## src/rtl/core/dopr_pkg.sv

```systemverilog
// shared types and codes for the drop-oldest packet descriptor ring
package dopr_pkg;

    localparam logic [1:0] OP_PUBLISH = 2'd0;
    localparam logic [1:0] OP_CONSUME = 2'd1;
    localparam logic [1:0] OP_FINISH  = 2'd2;

    localparam logic [3:0] ST_PUBLISHED      = 4'd0;
    localparam logic [3:0] ST_PUBLISHED_DROP = 4'd1;
    localparam logic [3:0] ST_CONSUMED       = 4'd2;
    localparam logic [3:0] ST_EMPTY_RUNNING  = 4'd3;
    localparam logic [3:0] ST_STOPPED        = 4'd4;
    localparam logic [3:0] ST_STOPPED_ERROR  = 4'd5;
    localparam logic [3:0] ST_BAD_REQUEST    = 4'd6;
    localparam logic [3:0] ST_CAPACITY_SMALL = 4'd7;
    localparam logic [3:0] ST_FINISH_NOTED   = 4'd8;

    localparam int CFG_INDEX_W = 2;
    localparam int CFG_DATA_W  = 13;

    localparam logic [CFG_INDEX_W-1:0] CFG_SLOT_COUNT    = 2'd0;
    localparam logic [CFG_INDEX_W-1:0] CFG_PERIOD_FRAMES = 2'd1;

    localparam logic [7:0]  SLOT_COUNT_RESET    = 8'd8;
    localparam logic [12:0] PERIOD_FRAMES_RESET = 13'd256;

    typedef struct packed {
        logic [1:0]  opcode;
        logic [12:0] frames;
        logic [47:0] stamp_us;
        logic [15:0] reader_capacity;
        logic [7:0]  finish_code;
    } t_in_item;

    typedef struct packed {
        logic [3:0]  status;
        logic [6:0]  slot_index;
        logic [31:0] packet_sequence;
        logic [31:0] packet_base_frame;
        logic [47:0] packet_stamp_us;
        logic [12:0] packet_frames;
        logic [7:0]  queued_count;
        logic [7:0]  error_out;
        logic [31:0] dropped_packet_count;
        logic [31:0] dropped_frame_count;
        logic [7:0]  high_watermark;
    } t_out_item;

    typedef struct packed {
        logic [31:0] seq;
        logic [31:0] base_frame;
        logic [47:0] stamp;
        logic [12:0] frames;
    } t_entry;

    typedef struct packed {
        logic load;
        logic fix;
        logic exec;
    } t_ctrl_cmd;

endpackage

```

## src/rtl/core/dopr_ctrl.sv

```systemverilog
// sequencer for item load, pointer check with descriptor read, and execute
module dopr_ctrl import dopr_pkg::*; (
    input  logic      i_clk,
    input  logic      i_rst_n,
    input  logic      start,
    output logic      busy,
    output t_ctrl_cmd o_cmd
);

    typedef enum logic [1:0] {
        S_IDLE,
        S_READ,
        S_EXEC
    } t_state;

    t_state r_state;
    logic   r_fix;
    logic   r_exec;

    always_ff @(posedge i_clk) begin
        if (!i_rst_n) begin
            r_state <= S_IDLE;
            r_fix   <= 1'b0;
            r_exec  <= 1'b0;
        end else begin
            r_fix  <= 1'b0;
            r_exec <= 1'b0;
            case (r_state)
                S_IDLE: begin
                    if (start) begin
                        r_state <= S_READ;
                        r_fix   <= 1'b1;
                    end
                end
                S_READ: begin
                    r_state <= S_EXEC;
                    r_exec  <= 1'b1;
                end
                S_EXEC: begin
                    r_state <= S_IDLE;
                end
                default: begin
                    r_state <= S_IDLE;
                end
            endcase
        end
    end

    assign busy       = (r_state != S_IDLE);
    assign o_cmd.load = start && (r_state == S_IDLE);
    assign o_cmd.fix  = r_fix;
    assign o_cmd.exec = r_exec;

endmodule

```

## config.mk

```make
export PLATFORM = sky130hd
export DESIGN_NAME = dopr_ctrl
export DESIGN_NICKNAME = d
export VERILOG_FILES = /design/src/rtl/core/dopr_pkg.sv /design/src/rtl/core/dopr_ctrl.sv
export SDC_FILE = /design/constraint.sdc
export NUM_CORES = 1
export LEC_CHECK = 0
export BUFFER_PORTS_ARGS = -buffer_cell sky130_fd_sc_hd__buf_2
export CAP_MARGIN = 10
export CORE_AREA = 10 10 47 49
export DETAILED_ROUTE_END_ITERATION = 12
export DIE_AREA = 0 0 57 59
export GPL_TIMING_DRIVEN = 0
export PLACE_DENSITY_LB_ADDON = 0.08
export SYNTH_ARGS = -nofsm -noshare
export SYNTH_HDL_FRONTEND = slang
export SYNTH_SLANG_ARGS = --single-unit
```

## constraint.sdc

```tcl
create_clock -name i_clk -period 1.1 [get_ports i_clk]
set_input_delay 0.22 -clock i_clk [delete_from_list [all_inputs] [get_ports i_clk]]
set_output_delay 0.22 -clock i_clk [all_outputs]
set_load 0.01 [all_outputs]
```

-- Word level (Yosys, flattened, before mapping)
Index checks and enable logic that the tools add are counted.
- bits in registers: 4
- input bits: 3
- output and inout bits: 4
- logic and storage cells: 13
- equality and inequality tests: 2
- multiplexer cells: 4
- reduce and logical (&&, ||, !) cells: 4
- operator list (operator ; count):
    $pmux W2 S2 ; 1
    $eq A2 B1 Y1 const B ; 1
    $logic_not A2 Y1 ; 1
    $mux W1 ; 2
    $mux W2 ; 1
    $ne A2 B2 Y1 const B ; 1
    $reduce_and A2 Y1 ; 1
    $reduce_bool A2 Y1 ; 1
    $logic_and A1 B1 Y1 ; 1

-- Depth between registers and ports, before layout
Gate-level depths: netlist of run 1.
- depth in word-level cells: 2
- depth in mapped cells: 1
- depth with buffers taken out: 1

-- Least setup slack after synthesis of run 1
No wires, ideal clock.
- kind: register -> output
- start point: register r_state[0]
- end point: output port o_cmd[2] in the netlist's numbering
- arrival: 0.645 ns
- data required time: 0.880 ns
- slack: 0.235 ns
- cell stages (with the launch flop): 2
- path buffers: 0
- cells stage by stage: dfxtp_1 -> nor3b_1
- RTL lines (what ; line ; text):
    start, declared ; dopr_ctrl.sv:16 ; t_state r_state;
    start signal, assigned ; dopr_ctrl.sv:22 ; r_state <= S_IDLE;
    start signal, assigned ; dopr_ctrl.sv:31 ; r_state <= S_READ;
    start signal, assigned ; dopr_ctrl.sv:36 ; r_state <= S_EXEC;
    end, declared ; dopr_ctrl.sv:7 ; output t_ctrl_cmd o_cmd

-- Worst setup path after layout of run 1
- start point: register r_state[0]
- end point: output port busy
- word-level cells in the longest chain between the ends: 1
- ends and longest elaborated chain (what ; line ; text):
    $reduce_bool A2 Y1 ; dopr_ctrl.sv:49 ; assign busy = (r_state != S_IDLE);
    end, declared ; dopr_ctrl.sv:6 ; output logic busy,
No other way between the ends.

==> impl_metrics.yaml, run 1 <==
floorplanning:
  boundaryPins: 7
  die-width_um: 57
  start_util_pct: 11.0
  die-area_mm2: 0.00336
  design.core.area_mm2: 0.00140
  rows: 14
  die_y_um: 59
drt:
  first_pass_iters: 2
  ant_nets: 0
  vias: 111
  wire_per_inst_um: 8.92
  vias_per_cell: 2.92
  drc_errors: 0
  drt_iter0_drc: 1
  wl_um: 339
power:
  ir_drop_mv: 0.335
  p_leak_nw: 0.119
  powerDensity_mw_per_mm2: 1570
  p_comb_share_pct: 10.8
  p_seq_share_pct: 41.4
  power.internal_mw: 0.301
  swShare_pct: 21.3
  total_power_mw: 0.382
  clock_power_share_pct: 47.8
  p_sw_mw: 0.0813
critical_path:
  cpMaxStageDelayCell: "dfxtp_2"
  path_class: "flip-flop to output port"
  cp-start-kind: "flip-flop"
  r2r_slack_ns: 0.30
  cp_max_fo: 6
  endpoint_kind: "output port"
  r2r_cells: 2
  rr_endpoint: "r_state[0]"
  path_cells: "or2_1 > buf_2"
  path_delay_family: "flip-flops"
  crit_buf_inv: 1
  arrival_ns: 0.92
  r2r-start: "r_state[1]"
  crit_required_ns: 0.88
  cpPeakStageDelay_ns: 0.33
placement:
  gp_congestion: 0.513
  dpl_cell_area_um2: 204
  io_buffers: 6
  place_ws_ns: 0.187
sta:
  finalWorstSetupSlack_ns: -0.0400
  finalCritPeriodShare_pct: 104
  rsz0062_at_grt: "true"
  finalMaxSlewViolations: 0
  worst_pin_slew_ns: 0.104
  hold_violations: 0
  timing.final.crit_period_ns: 1.14
  max_slew_margin_pct: 93.0
  fin_setup_tns_ns: -0.0400
  clock_skew_ns: 0.00436
  fmax_ghz: 0.877
  finalSetupViolations: 1
synth:
  ys.warnings.count: 0
  syn-cell-area_um2: 154
  ys_seq_area_share_pct: 52.0
  postSynthAreaPerCell_um2: 12.8
  synth.distinct_cells: 6
  ys_ff_latch: 4
  post_synth_inst_count: 12
  syn_nets: 15
run_status:
  violations: "negative setup slack"
  outcome: "complete, but fails checks"
global_route:
  grt_pass1_wl_um: 627
  antenna_found_initial: 0
  grt-ovfl-total: 0
  grt_max_degree: 7
  grt_use_total_pct: 2.68
  grt_pass1_vias: 145
finish:
  area_growth_pct: 58.5
  drive_gt1_share_pct: 86.4
  nets: 27
  fill_cells: 159
  final_common_cell: "buf_2"
  antennaDiodeCount: 0
  stdcell_area_um2: 244
  final_cell_mix: "6 x buf_2, 3 x buf_4, 3 x clkbuf_4"
clock_network:
  root_buffer: "clkbuf_4"
  cts_hold_buf: 0
  cts_max_level: 1
  clk_latency_ns: 0.23
  cts_buffers: 3
  cts.sinks: 4
  cts_tree: "built"
  path_clk_slew_ns: 0.04
  cts_buffer_depth: 2
min_path:
  worstHoldEndpoint: "r_state[1]"
  hold_start: "i_rst_n"
  hold_class: "primary input to flip-flop"
  worstHoldPathCells: 2
job:
  maxCapViolCount: 0
-- Yosys cell counts --
library cell | n | area [um2]
dfxtp_1 | 4 | 80.1
and3b_2 | 2 | 20.0
and4bb_2 | 2 | 25.0
buf_4 | 2 | 15.0
nor3b_1 | 1 | 7.51
or2_1 | 1 | 6.26
-- layer usage --
| metal | global-route usage [%] | vias to the layer above | wire length (um) |
|---|---|---|---|
| met2 | 2.64 | 6 | 136 |
| met1 | 2.85 | 43 | 181 |
| met5 | 0 | - | 0 |
| li1 | - | 62 | - |
| met3 | 1.93 | 0 | 21 |
| met4 | 4.03 | 0 | 0 |
-- cells by family (layout without fill, tap and decap cells) --
| kind of cell | after synthesis | count (layout) | synth area share [%] |
|---|---|---|---|
| buf+inv | 2 | 12 | 9.75 |
| flops | 4 | 4 | 52.0 |
| simple gates | 6 | 6 | 38.2 |
-- power groups by stage --
stage / clock network [mW] / registers [mW] / logic (mW)
floorplan: 0 / 0.159 / 0.0232
global placement: 0 / 0.161 / 0.0386
detailed placement: 0 / 0.161 / 0.0389
CTS: 0.195 / 0.160 / 0.0391
global route: 0.204 / 0.160 / 0.0464
finish: 0.182 / 0.158 / 0.0414
-- metrics by stage --
stage	instances	hold WS (ns)	utilization, %
after floorplan	12	0.397	-
after global placement	34	0.520	14.6
after detailed placement	34	0.526	14.6
after CTS	37	0.281	16.3
after global routing	38	0.295	17.4
final	38	0.290	17.4
-- what timing repair did --
action | CTS | global route
setup buffers | 0 | 1
pin swaps | 1 | 1
hold endpoints to repair | 0 | 0
endpoints found under the setup margin | 2 | 2
gates resized for setup | 2 | 2
-- how the worst max path moves through the flow --
stage	startpoint	endpoint	slack, ns	cells after the start
floorplan	r_state[0]	o_cmd[2]	0.24	1
global placement	r_state[0]	busy	0.19	2
detailed placement	r_state[0]	busy	0.19	2
CTS	r_state[1]	busy	-0.05	2
global route	r_state[0]	busy	-0.09	2
finish	r_state[0]	busy	-0.04	2
-- sequential cells by signal, indices dropped and copies added, names as in the netlist --
name     flops
r_state      2
r_exec       1
r_fix        1
-- cell type report --
cell class | instances | area (um2) | share of cell area [%]
Sequential cell | 4 | 85.1 | 34.9
Multi-Input combinational cell | 6 | 63.8 | 26.2
Timing Repair Buffer | 7 | 37.5 | 15.4
Clock buffer | 3 | 22.5 | 9.23
Tap cell | 16 | 20.0 | 8.21
Buffer | 2 | 15.0 | 6.15
Power figures use the tool's default switching activity.
==> run 2, diff against run 1 <==
Settings changed: PLACE_DENSITY from default to 0.33, PLACE_DENSITY_LB_ADDON 0.08 to default.
==> run 2 against run 1 <==
Effect of this change: worst hold slack got worse by 0.0054 ns; clock power about the same; clock skew decreased by 0.0042 ns; setup slack improved by 0.0061 ns; die area unchanged; the run still ends with negative setup slack left; critical endpoint unchanged; register-to-register slack improved by 0.02 ns; core utilization decreased by 0.18 points.
==> impl_metrics.yaml, run 2 (synthesized netlist as in run 1, its figures left out) <==
power:
  ir_drop_mv: 0.490
  swShare_pct: 20.8
  p_leak_nw: 0.119
  p_seq_share_pct: 41.8
  powerDensity_mw_per_mm2: 1580
  p_comb_share_pct: 11.0
  total_power_mw: 0.381
  power.internal_mw: 0.302
  p_sw_mw: 0.0792
  clock_power_share_pct: 47.2
drt:
  ant_nets: 0
  wl_um: 329
  vias: 122
  first_pass_iters: 2
  vias_per_cell: 3.21
  drc_errors: 0
  wire_per_inst_um: 8.66
  drt_iter0_drc: 1
floorplanning:
  die-area_mm2: 0.00336
  start_util_pct: 11.0
  design.core.area_mm2: 0.00140
  rows: 14
  boundaryPins: 7
  die-width_um: 57
  die_y_um: 59
critical_path:
  arrival_ns: 0.91
  cpPeakStageDelay_ns: 0.32
  cpMaxStageDelayCell: "dfxtp_2"
  endpoint_kind: "output port"
  path_class: "flip-flop to output port"
  cp_max_fo: 4
  r2r_cells: 2
  cp-start-kind: "flip-flop"
  crit_required_ns: 0.88
  path_cells: "or2_1 > buf_2"
global_route:
  grt-ovfl-total: 0
  grt_pass1_wl_um: 600
  grt_max_degree: 7
  grt_use_total_pct: 2.72
  antenna_found_initial: 0
  grt_pass1_vias: 140
finish:
  antennaDiodeCount: 0
  nets: 27
  final_cell_mix: "6 x buf_2, 3 x buf_4, 3 x clkbuf_4"
  drive_gt1_share_pct: 86.4
  largest_reg_flops: 2
  area_growth_pct: 56.9
  largestRegisters: "r_state (2), r_exec (1), r_fix (1)"
  fill_cells: 159
  final_common_cell: "buf_2"
  regMostFlops: "r_state"
clock_network:
  path_clk_slew_ns: 0.04
  cts_tree: "built"
  cts_max_level: 1
  clk_latency_ns: 0.23
  cts_buffers: 3
  cts_buffer_depth: 2
  root_buffer: "clkbuf_4"
  cts_hold_buf: 0
  cts.sinks: 4
sta:
  finalWorstSetupSlack_ns: -0.0339
  hold_violations: 0
  finalSetupViolations: 2
  finalMaxSlewViolations: 0
  timing.final.crit_period_ns: 1.13
  rsz0062_at_grt: "true"
  fmax_ghz: 0.882
  finalCritPeriodShare_pct: 103
  clock_skew_ns: 0.000190
  holdWs_ns: 0.285
  max_slew_margin_pct: 92.0
  worst_pin_slew_ns: 0.119
placement:
  gp_congestion: 0.595
  io_buffers: 6
min_path:
  worstHoldPathCells: 2
  hold_class: "primary input to flip-flop"
run_status:
  violations: "negative setup slack"
  outcome: "complete, but fails checks"
job:
  maxCapViolCount: 0
-- run 2: timing repair --
item	in CTS	in global routing
pin swaps	1	0
setup endpoints to repair	2	2
gates resized for setup	2	1
buffers inserted	1	0
-- run 2: power groups by stage --
| stage | clock (mW) | combinational (mW) | sequential, mW |
|---|---|---|---|
| floorplan | 0 | 0.0232 | 0.159 |
| global placement | 0 | 0.0388 | 0.161 |
| detailed placement | 0 | 0.0389 | 0.161 |
| CTS | 0.190 | 0.0416 | 0.159 |
| global route | 0.202 | 0.0468 | 0.161 |
| finish | 0.180 | 0.0418 | 0.160 |
-- run 2: final timing paths --
path / endpoint / slack (ns) / startpoint
setup / recovery: busy / -0.03 / r_state[1]
hold / removal: r_exec / 0.28 / i_rst_n
setup reg to reg: r_state[0] / 0.32 / r_state[1]
hold reg to reg: r_exec / 0.56 / r_state[0]
-- run 2: cell type report --
cell class | instances | area [um2] | share of cell area [%]
Tap cell | 16 | 20.0 | 8.29
Sequential cell | 4 | 82.6 | 34.2
Timing Repair Buffer | 7 | 37.5 | 15.5
Buffer | 2 | 15.0 | 6.22
Clock buffer | 3 | 22.5 | 9.33
Multi-Input combinational cell | 6 | 63.8 | 26.4
-- run 2: routing by layer --
| layer | up-vias | wire length, um | global-route usage (%) |
|---|---|---|---|
| li1 | 62 | - | - |
| met1 | 49 | 147 | 2.61 |
| met2 | 9 | 95 | 2.02 |
| met3 | 2 | 75 | 4.72 |
| met4 | 0 | 11 | 2.01 |
| met5 | - | 0 | 0 |
-- run 2: critical path, delay by kind of cell, from the launching register on --
family / cells / cell delay (ns)
and+or+nand+nor: 1 / 0.22
buffers and inverters: 1 / 0.14
DFF: 1 / 0.32
-- run 2: per-stage QoR --
stage	util [%]	setup WS (ns)	instances	TNS, ns	instance area [um2]
after floorplan	-	0.235	12	0	154
after global placement	14.6	0.198	34	0	204
after detailed placement	14.6	0.197	34	0	204
after CTS	16.9	-0.0396	38	-0.0627	236
after global routing	17.2	-0.0715	38	-0.122	241
final	17.2	-0.0339	38	-0.0376	241
